## config.mk

```make
export PLATFORM = sky130hd
export DESIGN_NAME = process_table_priority_queues
export DESIGN_NICKNAME = d
export VERILOG_FILES = /design/src/sv/ptq_pkg.sv /design/src/sv/ptq_entry_ram.sv /design/src/sv/process_table_priority_queues.sv
export SDC_FILE = /design/constraint.sdc
export NUM_CORES = 1
export LEC_CHECK = 0
export BUFFER_PORTS_ARGS = -buffer_cell sky130_fd_sc_hd__buf_2
export CORE_MARGIN = 2
export CORE_UTILIZATION = 50
export CTS_CLUSTER_DIAMETER = 30
export DETAILED_ROUTE_END_ITERATION = 7
export PLACE_DENSITY = 0.67
export SLEW_MARGIN = 20
export SYNTH_ARGS = -nofsm -noshare
export SYNTH_HDL_FRONTEND = slang
export SYNTH_SLANG_ARGS = --single-unit
```

## constraint.sdc

```tcl
create_clock -name clk -period 3.9 [get_ports clk]
set_input_delay 0.78 -clock clk [delete_from_list [all_inputs] [get_ports clk]]
set_output_delay 0.78 -clock clk [all_outputs]
set_load 0.02 [all_outputs]
```

## src/sv/ptq_pkg.sv

```systemverilog
// Package for the process table with priority queues.
// Holds the item structs, command and status codes, and the sequencer states.
// No dependencies.
package ptq_pkg;

  // Command codes
  localparam logic [3:0] OP_CREATE  = 4'd0;
  localparam logic [3:0] OP_DELETE  = 4'd1;
  localparam logic [3:0] OP_BLOCK   = 4'd2;
  localparam logic [3:0] OP_UNBLOCK = 4'd3;
  localparam logic [3:0] OP_SUSPEND = 4'd4;
  localparam logic [3:0] OP_RESUME  = 4'd5;
  localparam logic [3:0] OP_SETPRIO = 4'd6;
  localparam logic [3:0] OP_SHOW    = 4'd7;
  localparam logic [3:0] OP_LIST    = 4'd8;

  // Status codes
  localparam logic [1:0] STS_OK     = 2'd0;
  localparam logic [1:0] STS_USED   = 2'd1;
  localparam logic [1:0] STS_NOPROC = 2'd2;
  localparam logic [1:0] STS_WRONG  = 2'd3;

  // Process states; each state also names its queue
  localparam logic [1:0] PST_READY = 2'd0;
  localparam logic [1:0] PST_BLK   = 2'd1;
  localparam logic [1:0] PST_SRDY  = 2'd2;
  localparam logic [1:0] PST_SBLK  = 2'd3;

  // List selector
  localparam logic [2:0] SEL_ALL = 3'd0;
  localparam logic [2:0] SEL_MAX = 3'd4;

  typedef struct packed {
    logic [3:0]        operation;
    logic [3:0]        process_id;
    logic signed [7:0] priority_req;
    logic              process_class;
    logic [2:0]        queue_select;
  } ptq_in_t;

  typedef struct packed {
    logic [1:0]        status;
    logic              entry_present;
    logic [3:0]        out_id;
    logic signed [7:0] out_priority;
    logic              out_class;
    logic [1:0]        out_state;
    logic              last;
  } ptq_out_t;

  // Per-field write enables of the entry memory
  typedef struct packed {
    logic st;
    logic pr;
    logic cl;
    logic nx;
    logic pv;
  } ptq_wen_t;

  typedef enum logic [3:0] {
    S_IDLE,
    S_DEC,
    S_UNL1,
    S_UNL2,
    S_INS,
    S_INS_CMP,
    S_INS_W1,
    S_INS_W2,
    S_INS_W3,
    S_APP1,
    S_APP2,
    S_DONE,
    S_LSCAN,
    S_LOUT
  } ptq_fsm_t;

endpackage

```

## src/sv/ptq_entry_ram.sv

```systemverilog
// Entry memory of the process table: state, priority, class and both links.
// One write port with per-field enables, one read port with registered data.
// Depends on ptq_pkg.
module ptq_entry_ram #(
  parameter int DEPTH = 16,
  parameter int AW    = 4
) (
  input  logic              clk,
  input  logic [AW-1:0]     wr_addr,
  input  ptq_pkg::ptq_wen_t wen,
  input  logic [1:0]        wr_st,
  input  logic [7:0]        wr_pr,
  input  logic              wr_cl,
  input  logic [AW-1:0]     wr_nx,
  input  logic [AW-1:0]     wr_pv,
  input  logic [AW-1:0]     rd_addr,
  output logic [1:0]        rd_st,
  output logic [7:0]        rd_pr,
  output logic              rd_cl,
  output logic [AW-1:0]     rd_nx,
  output logic [AW-1:0]     rd_pv
);
  import ptq_pkg::*;

  typedef struct packed {
    logic [1:0]    st;
    logic [7:0]    pr;
    logic          cl;
    logic [AW-1:0] nx;
    logic [AW-1:0] pv;
  } ent_t;

  ent_t mem [DEPTH];
  ent_t rd_q_r;

  // Field-masked write
  always_ff @(posedge clk) begin
    if (wen.st) mem[wr_addr].st <= wr_st;
    if (wen.pr) mem[wr_addr].pr <= wr_pr;
    if (wen.cl) mem[wr_addr].cl <= wr_cl;
    if (wen.nx) mem[wr_addr].nx <= wr_nx;
    if (wen.pv) mem[wr_addr].pv <= wr_pv;
  end

  // Registered read
  always_ff @(posedge clk) begin
    rd_q_r <= mem[rd_addr];
  end

  assign rd_st = rd_q_r.st;
  assign rd_pr = rd_q_r.pr;
  assign rd_cl = rd_q_r.cl;
  assign rd_nx = rd_q_r.nx;
  assign rd_pv = rd_q_r.pv;

endmodule

```

## src/sv/process_table_priority_queues.sv

```systemverilog
// Show and error items give their one result from the decode state; moves walk the target
// ordered queue one entry per cycle. List: scans the selected queues in order; results back
// to back per queue. One item at a time: busy stays high until the item's last result is
// out; rate is set by the entry memory walk. Results cannot be stalled.
// Reset (rst_n low, synchronous) empties the table and all four queues at once.
module process_table_priority_queues #(
  parameter int NUM_PROCS = 16
) (
  input  logic              clk,
  input  logic              rst_n,
  input  logic              start,
  input  ptq_pkg::ptq_in_t  in_item,
  output logic              busy,
  output logic              out_strobe,
  output ptq_pkg::ptq_out_t out_item
);
  import ptq_pkg::*;

  localparam int AW = $clog2(NUM_PROCS);

  ptq_fsm_t state_r, state_nxt;

  // Command registers
  logic [3:0]     op_r;
  logic [AW-1:0]  id_r;
  logic [3:0]     id4_r;
  logic           idok_r;
  logic [7:0]     preq_r;
  logic           cls_r;
  logic [2:0]     sel_r;

  // Entry after the command, and its old links
  logic [7:0]     ent_prio_r;
  logic           ent_cls_r;
  logic [1:0]     ent_st_r;
  logic [AW-1:0]  lnk_n_r;
  logic [AW-1:0]  lnk_p_r;

  // Sequencer working registers
  logic [1:0]     unl_q_r;
  logic [1:0]     ins_q_r;
  logic           do_ins_r;
  logic           fin_r;
  logic [AW-1:0]  cur_r;
  logic [AW-1:0]  ins_p_r;
  logic           at_head_r;
  logic [AW-1:0]  app_t_r;
  logic [2:0]     qcnt_r;
  logic [1:0]     lastq_r;
  logic           any_r;

  // Table control state
  logic [NUM_PROCS-1:0] valid_r;
  logic [AW-1:0]        head_r [4];
  logic [AW-1:0]        tail_r [4];
  logic [3:0]           ne_r;

  logic     out_v_r;
  ptq_out_t out_r;

  // Memory ports
  logic [AW-1:0] wr_addr, rd_addr;
  ptq_wen_t      wen;
  logic [1:0]    wr_st, rd_st;
  logic [7:0]    wr_pr, rd_pr;
  logic          wr_cl, rd_cl;
  logic [AW-1:0] wr_nx, wr_pv, rd_nx, rd_pv;

  // Decode results
  ptq_fsm_t   dec_state;
  logic       dec_err;
  logic [1:0] dec_code;
  logic       dec_show;
  logic [1:0] dec_new_st;
  logic [7:0] dec_prio;
  logic       pres;

  logic       lt;
  logic       later;
  logic [1:0] qsel;

  ptq_entry_ram #(.DEPTH(NUM_PROCS), .AW(AW)) u_ram (
    .clk     (clk),
    .wr_addr (wr_addr),
    .wen     (wen),
    .wr_st   (wr_st),
    .wr_pr   (wr_pr),
    .wr_cl   (wr_cl),
    .wr_nx   (wr_nx),
    .wr_pv   (wr_pv),
    .rd_addr (rd_addr),
    .rd_st   (rd_st),
    .rd_pr   (rd_pr),
    .rd_cl   (rd_cl),
    .rd_nx   (rd_nx),
    .rd_pv   (rd_pv)
  );

  function automatic ptq_out_t mk_res(logic [1:0] sts, logic present, logic [3:0] id,
                                      logic [7:0] pr, logic cl, logic [1:0] st, logic lst);
    ptq_out_t r;
    r.status        = sts;
    r.entry_present = present;
    r.out_id        = id;
    r.out_priority  = pr;
    r.out_class     = cl;
    r.out_state     = st;
    r.last          = lst;
    return r;
  endfunction

  assign qsel = qcnt_r[1:0];
  assign lt   = $signed(rd_pr) < $signed(ent_prio_r);
  assign pres = idok_r && valid_r[id_r];

  // A later selected queue still holds entries
  always_comb begin
    later = 1'b0;
    for (int i = 0; i < 4; i++) begin
      if (3'(i) > qcnt_r && 3'(i) <= {1'b0, lastq_r} && ne_r[i]) later = 1'b1;
    end
  end

  // Command decode against the entry read at accept
  always_comb begin
    dec_state  = S_IDLE;
    dec_err    = 1'b0;
    dec_code   = STS_OK;
    dec_show   = 1'b0;
    dec_new_st = rd_st;
    dec_prio   = (op_r == OP_CREATE || op_r == OP_SETPRIO) ? preq_r : rd_pr;
    if (op_r == OP_LIST) begin
      if (sel_r > SEL_MAX) begin
        dec_err  = 1'b1;
        dec_code = STS_WRONG;
      end else begin
        dec_state = S_LSCAN;
      end
    end else if (op_r > OP_LIST) begin
      dec_state = S_IDLE;
    end else if (!idok_r) begin
      dec_err  = 1'b1;
      dec_code = STS_NOPROC;
    end else if (op_r == OP_CREATE) begin
      dec_new_st = PST_READY;
      if (pres) begin
        dec_err  = 1'b1;
        dec_code = STS_USED;
      end else begin
        dec_state = S_INS;
      end
    end else if (!pres) begin
      dec_err  = 1'b1;
      dec_code = STS_NOPROC;
    end else begin
      case (op_r)
        OP_DELETE: begin
          dec_show  = 1'b1;
          dec_state = S_UNL1;
        end
        OP_BLOCK: begin
          if (rd_st == PST_BLK || rd_st == PST_SBLK) begin
            dec_err  = 1'b1;
            dec_code = STS_WRONG;
          end else begin
            dec_new_st = (rd_st == PST_READY) ? PST_BLK : PST_SBLK;
            dec_state  = S_UNL1;
          end
        end
        OP_UNBLOCK: begin
          if (rd_st == PST_READY || rd_st == PST_SRDY) begin
            dec_err  = 1'b1;
            dec_code = STS_WRONG;
          end else begin
            dec_new_st = (rd_st == PST_BLK) ? PST_READY : PST_SRDY;
            dec_state  = S_UNL1;
          end
        end
        OP_SUSPEND: begin
          if (rd_st[1]) begin
            dec_err  = 1'b1;
            dec_code = STS_WRONG;
          end else begin
            dec_new_st = {1'b1, rd_st[0]};
            dec_state  = S_UNL1;
          end
        end
        OP_RESUME: begin
          if (!rd_st[1]) begin
            dec_err  = 1'b1;
            dec_code = STS_WRONG;
          end else begin
            dec_new_st = {1'b0, rd_st[0]};
            dec_state  = S_UNL1;
          end
        end
        OP_SETPRIO: begin
          // ordered queues re-insert, blocked queues keep their place
          dec_state = rd_st[0] ? S_DONE : S_UNL1;
        end
        OP_SHOW: begin
          dec_show = 1'b1;
        end
        default: begin
          dec_state = S_IDLE;
        end
      endcase
    end
  end

  // Next state
  always_comb begin
    state_nxt = state_r;
    case (state_r)
      S_IDLE:    if (start) state_nxt = S_DEC;
      S_DEC:     state_nxt = dec_state;
      S_UNL1: begin
        if (ne_r[unl_q_r] && !(head_r[unl_q_r] == id_r && tail_r[unl_q_r] == id_r) &&
            tail_r[unl_q_r] != id_r) begin
          state_nxt = S_UNL2;
        end else begin
          state_nxt = do_ins_r ? S_INS : (fin_r ? S_DONE : S_IDLE);
        end
      end
      S_UNL2:    state_nxt = do_ins_r ? S_INS : (fin_r ? S_DONE : S_IDLE);
      S_INS:     state_nxt = (ins_q_r[0] || !ne_r[ins_q_r]) ? S_APP1 : S_INS_CMP;
      S_INS_CMP: begin
        if (lt) state_nxt = S_INS_W1;
        else if (cur_r == tail_r[ins_q_r]) state_nxt = S_APP1;
        else state_nxt = S_INS_CMP;
      end
      S_INS_W1:  state_nxt = at_head_r ? S_INS_W3 : S_INS_W2;
      S_INS_W2:  state_nxt = S_INS_W3;
      S_INS_W3:  state_nxt = S_DONE;
      S_APP1:    state_nxt = ne_r[ins_q_r] ? S_APP2 : S_DONE;
      S_APP2:    state_nxt = S_DONE;
      S_DONE:    state_nxt = S_IDLE;
      S_LSCAN: begin
        if (qcnt_r > {1'b0, lastq_r}) state_nxt = S_IDLE;
        else if (ne_r[qsel]) state_nxt = S_LOUT;
        else state_nxt = S_LSCAN;
      end
      S_LOUT:    state_nxt = (cur_r == tail_r[qsel]) ? S_LSCAN : S_LOUT;
      default:   state_nxt = S_IDLE;
    endcase
  end

  // Memory accesses per state
  always_comb begin
    wen     = '0;
    wr_addr = id_r;
    wr_st   = dec_new_st;
    wr_pr   = preq_r;
    wr_cl   = cls_r;
    wr_nx   = id_r;
    wr_pv   = id_r;
    rd_addr = cur_r;
    case (state_r)
      S_IDLE: rd_addr = AW'(in_item.process_id);
      S_DEC: begin
        if (!dec_err && dec_state != S_IDLE && op_r != OP_LIST && op_r != OP_DELETE) begin
          wen.st = (op_r != OP_SETPRIO);
          wen.pr = (op_r == OP_CREATE || op_r == OP_SETPRIO);
          wen.cl = (op_r == OP_CREATE);
        end
      end
      S_UNL1: begin
        if (ne_r[unl_q_r] && !(head_r[unl_q_r] == id_r && tail_r[unl_q_r] == id_r) &&
            head_r[unl_q_r] != id_r) begin
          wr_addr = lnk_p_r;
          wen.nx  = 1'b1;
          wr_nx   = lnk_n_r;
        end
      end
      S_UNL2: begin
        wr_addr = lnk_n_r;
        wen.pv  = 1'b1;
        wr_pv   = lnk_p_r;
      end
      S_INS:     rd_addr = head_r[ins_q_r];
      S_INS_CMP: rd_addr = rd_nx;
      S_INS_W1: begin
        wen.nx = 1'b1;
        wr_nx  = cur_r;
        wen.pv = !at_head_r;
        wr_pv  = ins_p_r;
      end
      S_INS_W2: begin
        wr_addr = ins_p_r;
        wen.nx  = 1'b1;
      end
      S_INS_W3: begin
        wr_addr = cur_r;
        wen.pv  = 1'b1;
      end
      S_APP1: begin
        if (ne_r[ins_q_r]) begin
          wr_addr = tail_r[ins_q_r];
          wen.nx  = 1'b1;
        end
      end
      S_APP2: begin
        wen.pv = 1'b1;
        wr_pv  = app_t_r;
      end
      S_LSCAN:   rd_addr = head_r[qsel];
      S_LOUT:    rd_addr = rd_nx;
      default:   rd_addr = cur_r;
    endcase
  end

  // Registers
  always_ff @(posedge clk) begin
    if (!rst_n) begin
      state_r <= S_IDLE;
      valid_r <= '0;
      ne_r    <= '0;
      out_v_r <= 1'b0;
      for (int i = 0; i < 4; i++) begin
        head_r[i] <= '0;
        tail_r[i] <= '0;
      end
    end else begin
      state_r <= state_nxt;
      out_v_r <= 1'b0;
      case (state_r)
        S_IDLE: begin
          if (start) begin
            op_r   <= in_item.operation;
            id_r   <= AW'(in_item.process_id);
            id4_r  <= in_item.process_id;
            idok_r <= int'(in_item.process_id) < NUM_PROCS;
            preq_r <= in_item.priority_req;
            cls_r  <= in_item.process_class;
            sel_r  <= in_item.queue_select;
          end
        end
        S_DEC: begin
          lnk_n_r    <= rd_nx;
          lnk_p_r    <= rd_pv;
          unl_q_r    <= rd_st;
          ins_q_r    <= dec_new_st;
          do_ins_r   <= (op_r != OP_DELETE);
          fin_r      <= (op_r != OP_DELETE);
          ent_prio_r <= dec_prio;
          ent_cls_r  <= (op_r == OP_CREATE) ? cls_r : rd_cl;
          ent_st_r   <= dec_new_st;
          qcnt_r     <= (sel_r == SEL_ALL) ? 3'd0 : sel_r - 3'd1;
          lastq_r    <= (sel_r == SEL_ALL) ? PST_SBLK : 2'(sel_r - 3'd1);
          any_r      <= 1'b0;
          if (!dec_err && op_r == OP_CREATE) valid_r[id_r] <= 1'b1;
          if (!dec_err && op_r == OP_DELETE && pres) valid_r[id_r] <= 1'b0;
          if (dec_err) begin
            out_v_r <= 1'b1;
            out_r   <= mk_res(dec_code, 1'b0, 4'd0, 8'd0, 1'b0, 2'd0, 1'b1);
          end else if (dec_show) begin
            out_v_r <= 1'b1;
            out_r   <= mk_res(STS_OK, 1'b1, id4_r, rd_pr, rd_cl, rd_st, 1'b1);
          end
        end
        S_UNL1: begin
          if (ne_r[unl_q_r]) begin
            if (head_r[unl_q_r] == id_r && tail_r[unl_q_r] == id_r) begin
              ne_r[unl_q_r] <= 1'b0;
            end else begin
              if (head_r[unl_q_r] == id_r) head_r[unl_q_r] <= lnk_n_r;
              if (tail_r[unl_q_r] == id_r) tail_r[unl_q_r] <= lnk_p_r;
            end
          end
        end
        S_INS: cur_r <= head_r[ins_q_r];
        S_INS_CMP: begin
          if (lt) begin
            ins_p_r   <= rd_pv;
            at_head_r <= (cur_r == head_r[ins_q_r]);
            if (cur_r == head_r[ins_q_r]) head_r[ins_q_r] <= id_r;
          end else if (cur_r != tail_r[ins_q_r]) begin
            cur_r <= rd_nx;
          end
        end
        S_APP1: begin
          if (!ne_r[ins_q_r]) begin
            head_r[ins_q_r] <= id_r;
            tail_r[ins_q_r] <= id_r;
            ne_r[ins_q_r]   <= 1'b1;
          end else begin
            app_t_r         <= tail_r[ins_q_r];
            tail_r[ins_q_r] <= id_r;
          end
        end
        S_DONE: begin
          out_v_r <= 1'b1;
          out_r   <= mk_res(STS_OK, 1'b1, id4_r, ent_prio_r, ent_cls_r, ent_st_r, 1'b1);
        end
        S_LSCAN: begin
          if (qcnt_r > {1'b0, lastq_r}) begin
            // empty listing
            if (!any_r) begin
              out_v_r <= 1'b1;
              out_r   <= mk_res(STS_OK, 1'b0, 4'd0, 8'd0, 1'b0, 2'd0, 1'b1);
            end
          end else if (ne_r[qsel]) begin
            cur_r <= head_r[qsel];
          end else begin
            qcnt_r <= qcnt_r + 3'd1;
          end
        end
        S_LOUT: begin
          out_v_r <= 1'b1;
          any_r   <= 1'b1;
          out_r   <= mk_res(STS_OK, 1'b1, 4'(cur_r), rd_pr, rd_cl, rd_st,
                            (cur_r == tail_r[qsel]) && !later);
          if (cur_r == tail_r[qsel]) qcnt_r <= qcnt_r + 3'd1;
          else cur_r <= rd_nx;
        end
        default: begin
        end
      endcase
    end
  end

  assign busy       = (state_r != S_IDLE);
  assign out_strobe = out_v_r;
  assign out_item   = out_r;

`ifndef SYNTHESIS
  // An accepted item always starts the sequencer
  a_accept_busy: assert property (@(posedge clk) disable iff (!rst_n)
    start && !busy |=> busy)
    else $error("item accepted but sequencer idle");

  // A result that is not the last one leaves the block still working
  a_more_results: assert property (@(posedge clk) disable iff (!rst_n)
    out_strobe && !out_item.last |-> busy)
    else $error("non-final result with sequencer idle");

  // Error results carry no entry and end the item
  a_err_shape: assert property (@(posedge clk) disable iff (!rst_n)
    out_strobe && out_item.status != STS_OK |-> !out_item.entry_present && out_item.last)
    else $error("malformed error result");

  // Results only come from work in progress
  a_res_from_work: assert property (@(posedge clk) disable iff (!rst_n)
    out_strobe |-> $past(busy))
    else $error("result without a command in progress");
`endif

endmodule
```

==> impl_metrics.toml <==
[pwr]
vdd_drop_max_mv = 0.374
cellLeakagePower_nw = 9.13
power_density_mw_per_mm2 = 592
fin_total_pwr_mw = 15.4

[run_status]
status = "finished, final reports clean"

[setup_path]
crit_buf_inv = 3
required_ps = 4260
critPathMaxFanout = 19
crit_top_cell = "buf_4"
cp_cell_sequence = "mux4_2, xnor2_1, a41oi_1, buf_4, a221o_1, o221ai_2, buf_4, nor3_1, buf_4"
critPathCaptureType = "flop"
cpPeakStageDelay_ps = 590
worst_setup_path_start_kind = "flop"
slowest_stage = "mux4_2"
path_class = "reg2reg"
worst_ep_arrival_time_ps = 4070
cpLargestDelayFamily = "compound AO/OA/AOI/OAI gates"

[logic_synthesis]
avgSynthCellArea_um2 = 13.3
synthCells = 1592
synth_edf_count = 416
synth.largest_area_cell = "edfxtp_1"
ys_ff_latch = 466
seq_area_frac_synth = 0.637
syn_nets = 1631
synth_warnings = 0
ys.flop_type = "edfxtp_1"
synth_area_leaders = "edfxtp_1, dfxtp_1, mux2i_1, mux4_2, a221oi_1"
synth_area_mm2 = 0.0212
synth_top_cell_area_share = 0.590
ys_types = 83
synth_common_cells = "edfxtp_1, nand2_1, nor3_1"
async_reset_ff_frac = 0
yosys.cell_count.top_type = "edfxtp_1"

[detailed_routing]
routed_wl_um = 56900
post-route-drc-count = 0
wl_per_cell_um = 24.3
drt-pass1-iter-count = 6
drtAntennaViolNets = 0
drt_iter0_markers = 1940
avgViaCountPerCell = 6.34
vias = 14800

[timing]
period_share = 0.952
worstMarginPinSlew_ps = 987
timing.final.max_slew_violations = 0
timing.fmax_mhz = 269
relSlewSlack = 0.337
finClkSkew_ps = 28.1
hold_viol_final = 0
grt_setup_unrepaired = "no"
finalSetupTns_ps = 0
timing.final.crit_period_ps = 3710
setup-violations-final = 0

[layout]
drive_gt1_frac = 0.227
fin_nets = 1759
stdcell_count = 2342
final_util = 0.621
syn_to_final_growth_pct = 22.6
diodes = 0

[placed_design]
gp_congestion = 0.968
portBuffers = 43
dp_cells = 2160
place.detailed.hpwl_um = 37500

[clock_tree]
clk-insertion-delay-late_ps = 620
cts_buffer_depth = 3
clockRootBuffer = "clkbuf_16"
cts_tree = "built"
htree_levels = 3
clk_pin_slew_ps = 50
cts_made_buffers = 97
hold_buffers = 0
cts.sinks = 466

[global_routing]
globalRouteMet3Util = 0.0506
grt_pass1_vias = 14600
antenna_found_initial = 1
met2_usage = 0.402
track_usage = 0.261
grt_pass1_wl_um = 87400
grtUsageMet1 = 0.368
busiest_layer = "met2"
grt_max_degree = 79
grt_overflow = 0

[floorplan]
die-width_um = 210
die_h_um = 210
die_area_mm2 = 0.0440
std_cell_rows = 75
initial_utilization = 0.506
ioPinCount = 44
coreArea_mm2 = 0.0419

[hold_path]
worstHoldPathType = "in2reg"

[job]
max_cap_viol_count = 0
-- per-stage QoR --
step / hold WS, ps / setup WS, ps / cell area (µm²)
final: 342 / 188 / 26000
after global routing: 318 / 6.74 / 26000
after CTS: 309 / 136 / 26000
after detailed placement: 418 / 184 / 22500
after global placement: 405 / 132 / 22500
after floorplan: 404 / 44.5 / 21200
-- registers in the layout (all words and copies together), names as in the netlist, 3 cells and up, named ones only --
register     count
state_r          4
preq_r           8
u_ram.rd_pr      8
ins_p_r          4
out_item        19
id4_r            4
tail_r          16
lnk_n_r          4
op_r             4
u_ram.mem      304
u_ram.rd_nx      4
ent_prio_r       8
qcnt_r           3
ne_r             4
app_t_r          4
cur_r            4
valid_r         16
sel_r            3
u_ram.rd_pv      4
lnk_p_r          4
head_r          16
-- cell families (layout without fill, tap and decap cells) --
group / Yosys count / count (layout) / synth area share
DFF: 466 / 466 / 0.637
and+or+nand+nor: 426 / 426 / 0.0981
AOI/OAI and AO/OA: 359 / 359 / 0.130
buffers and inverters: 176 / 387 / 0.0376
muxes: 120 / 120 / 0.0764
xor gates and xnor gates: 29 / 29 / 0.0120
adders and majority gates: 16 / 16 / 0.00945
-- per-layer routing --
layer	wire length (µm)	part of all wire	vias up
li1	-	-	6582
met1	23800	0.42	7355
met2	26300	0.46	778
met3	5080	0.089	126
met4	1760	0.031	0
met5	0	0	-
-- what timing repair did --
| item | CTS | global route |
|---|---|---|
| setup endpoints to repair | 0 | 30 |
| gates resized for setup | 0 | 3 |
| buffers inserted | 0 | 0 |
-- layout by cell type, fill, tap and decap left out, types with 15 or more instances in the layout --
| cell type | instances |
|---|---|
| a21oi_1 | 94 |
| a22o_1 | 20 |
| o21ai_0 | 27 |
| edfxtp_1 | 416 |
| mux4_2 | 32 |
| nor3_1 | 92 |
| nand2_1 | 145 |
| buf_4 | 95 |
| xnor2_1 | 27 |
| mux2i_1 | 74 |
| o221a_2 | 16 |
| nor2_1 | 66 |
| nand2b_1 | 15 |
| ha_1 | 16 |
| a221oi_1 | 74 |
| clkbuf_16 | 103 |
| buf_2 | 43 |
| dfxtp_1 | 50 |
| nand3_1 | 18 |
| or4_1 | 19 |
| inv_1 | 54 |
-- where the power goes --
part           switching (mW)  internal [mW]  total, mW
combinational           0.760          0.478       1.24
clock                    2.66           5.71       8.37
sequential              0.149           5.60       5.75
-- final cells by class --
class,instances,area (µm²)
clock buffers,120,2700
inverters,54,203
flip-flops and latches,466,13500
fillers,3067,15900
clock inverters,62,711
repair buffers,151,1190
well taps,539,674
multi-input cells,950,7000
-- worst reg2reg max path, stage by stage (launching register included) --
cell	delay, ps
dfxtp_1	490
mux4_2	590
xnor2_1	370
a41oi_1	330
buf_4	260
a221o_1	410
o221ai_2	330
buf_4	360
nor3_1	110
buf_4	200
-- path summary, 6_finish.rpt --
kind | from | endpoint | slack (ps) | depth (start not counted)
setup reg to reg | flop | u_ram.mem[5][14]$_DFFE_PP_ | 190 | 9
hold reg to reg | u_ram.rd_pv[1]$_DFF_P_ | ins_p_r[1]$_DFFE_PP_ | 430 | 0
hold / removal | in_item[3] | cls_r$_DFFE_PP_ | 340 | 1
setup / recovery | flop | u_ram.mem[5][14]$_DFFE_PP_ | 190 | 9
No activity file was read; power rests on OpenSTA's default activity.
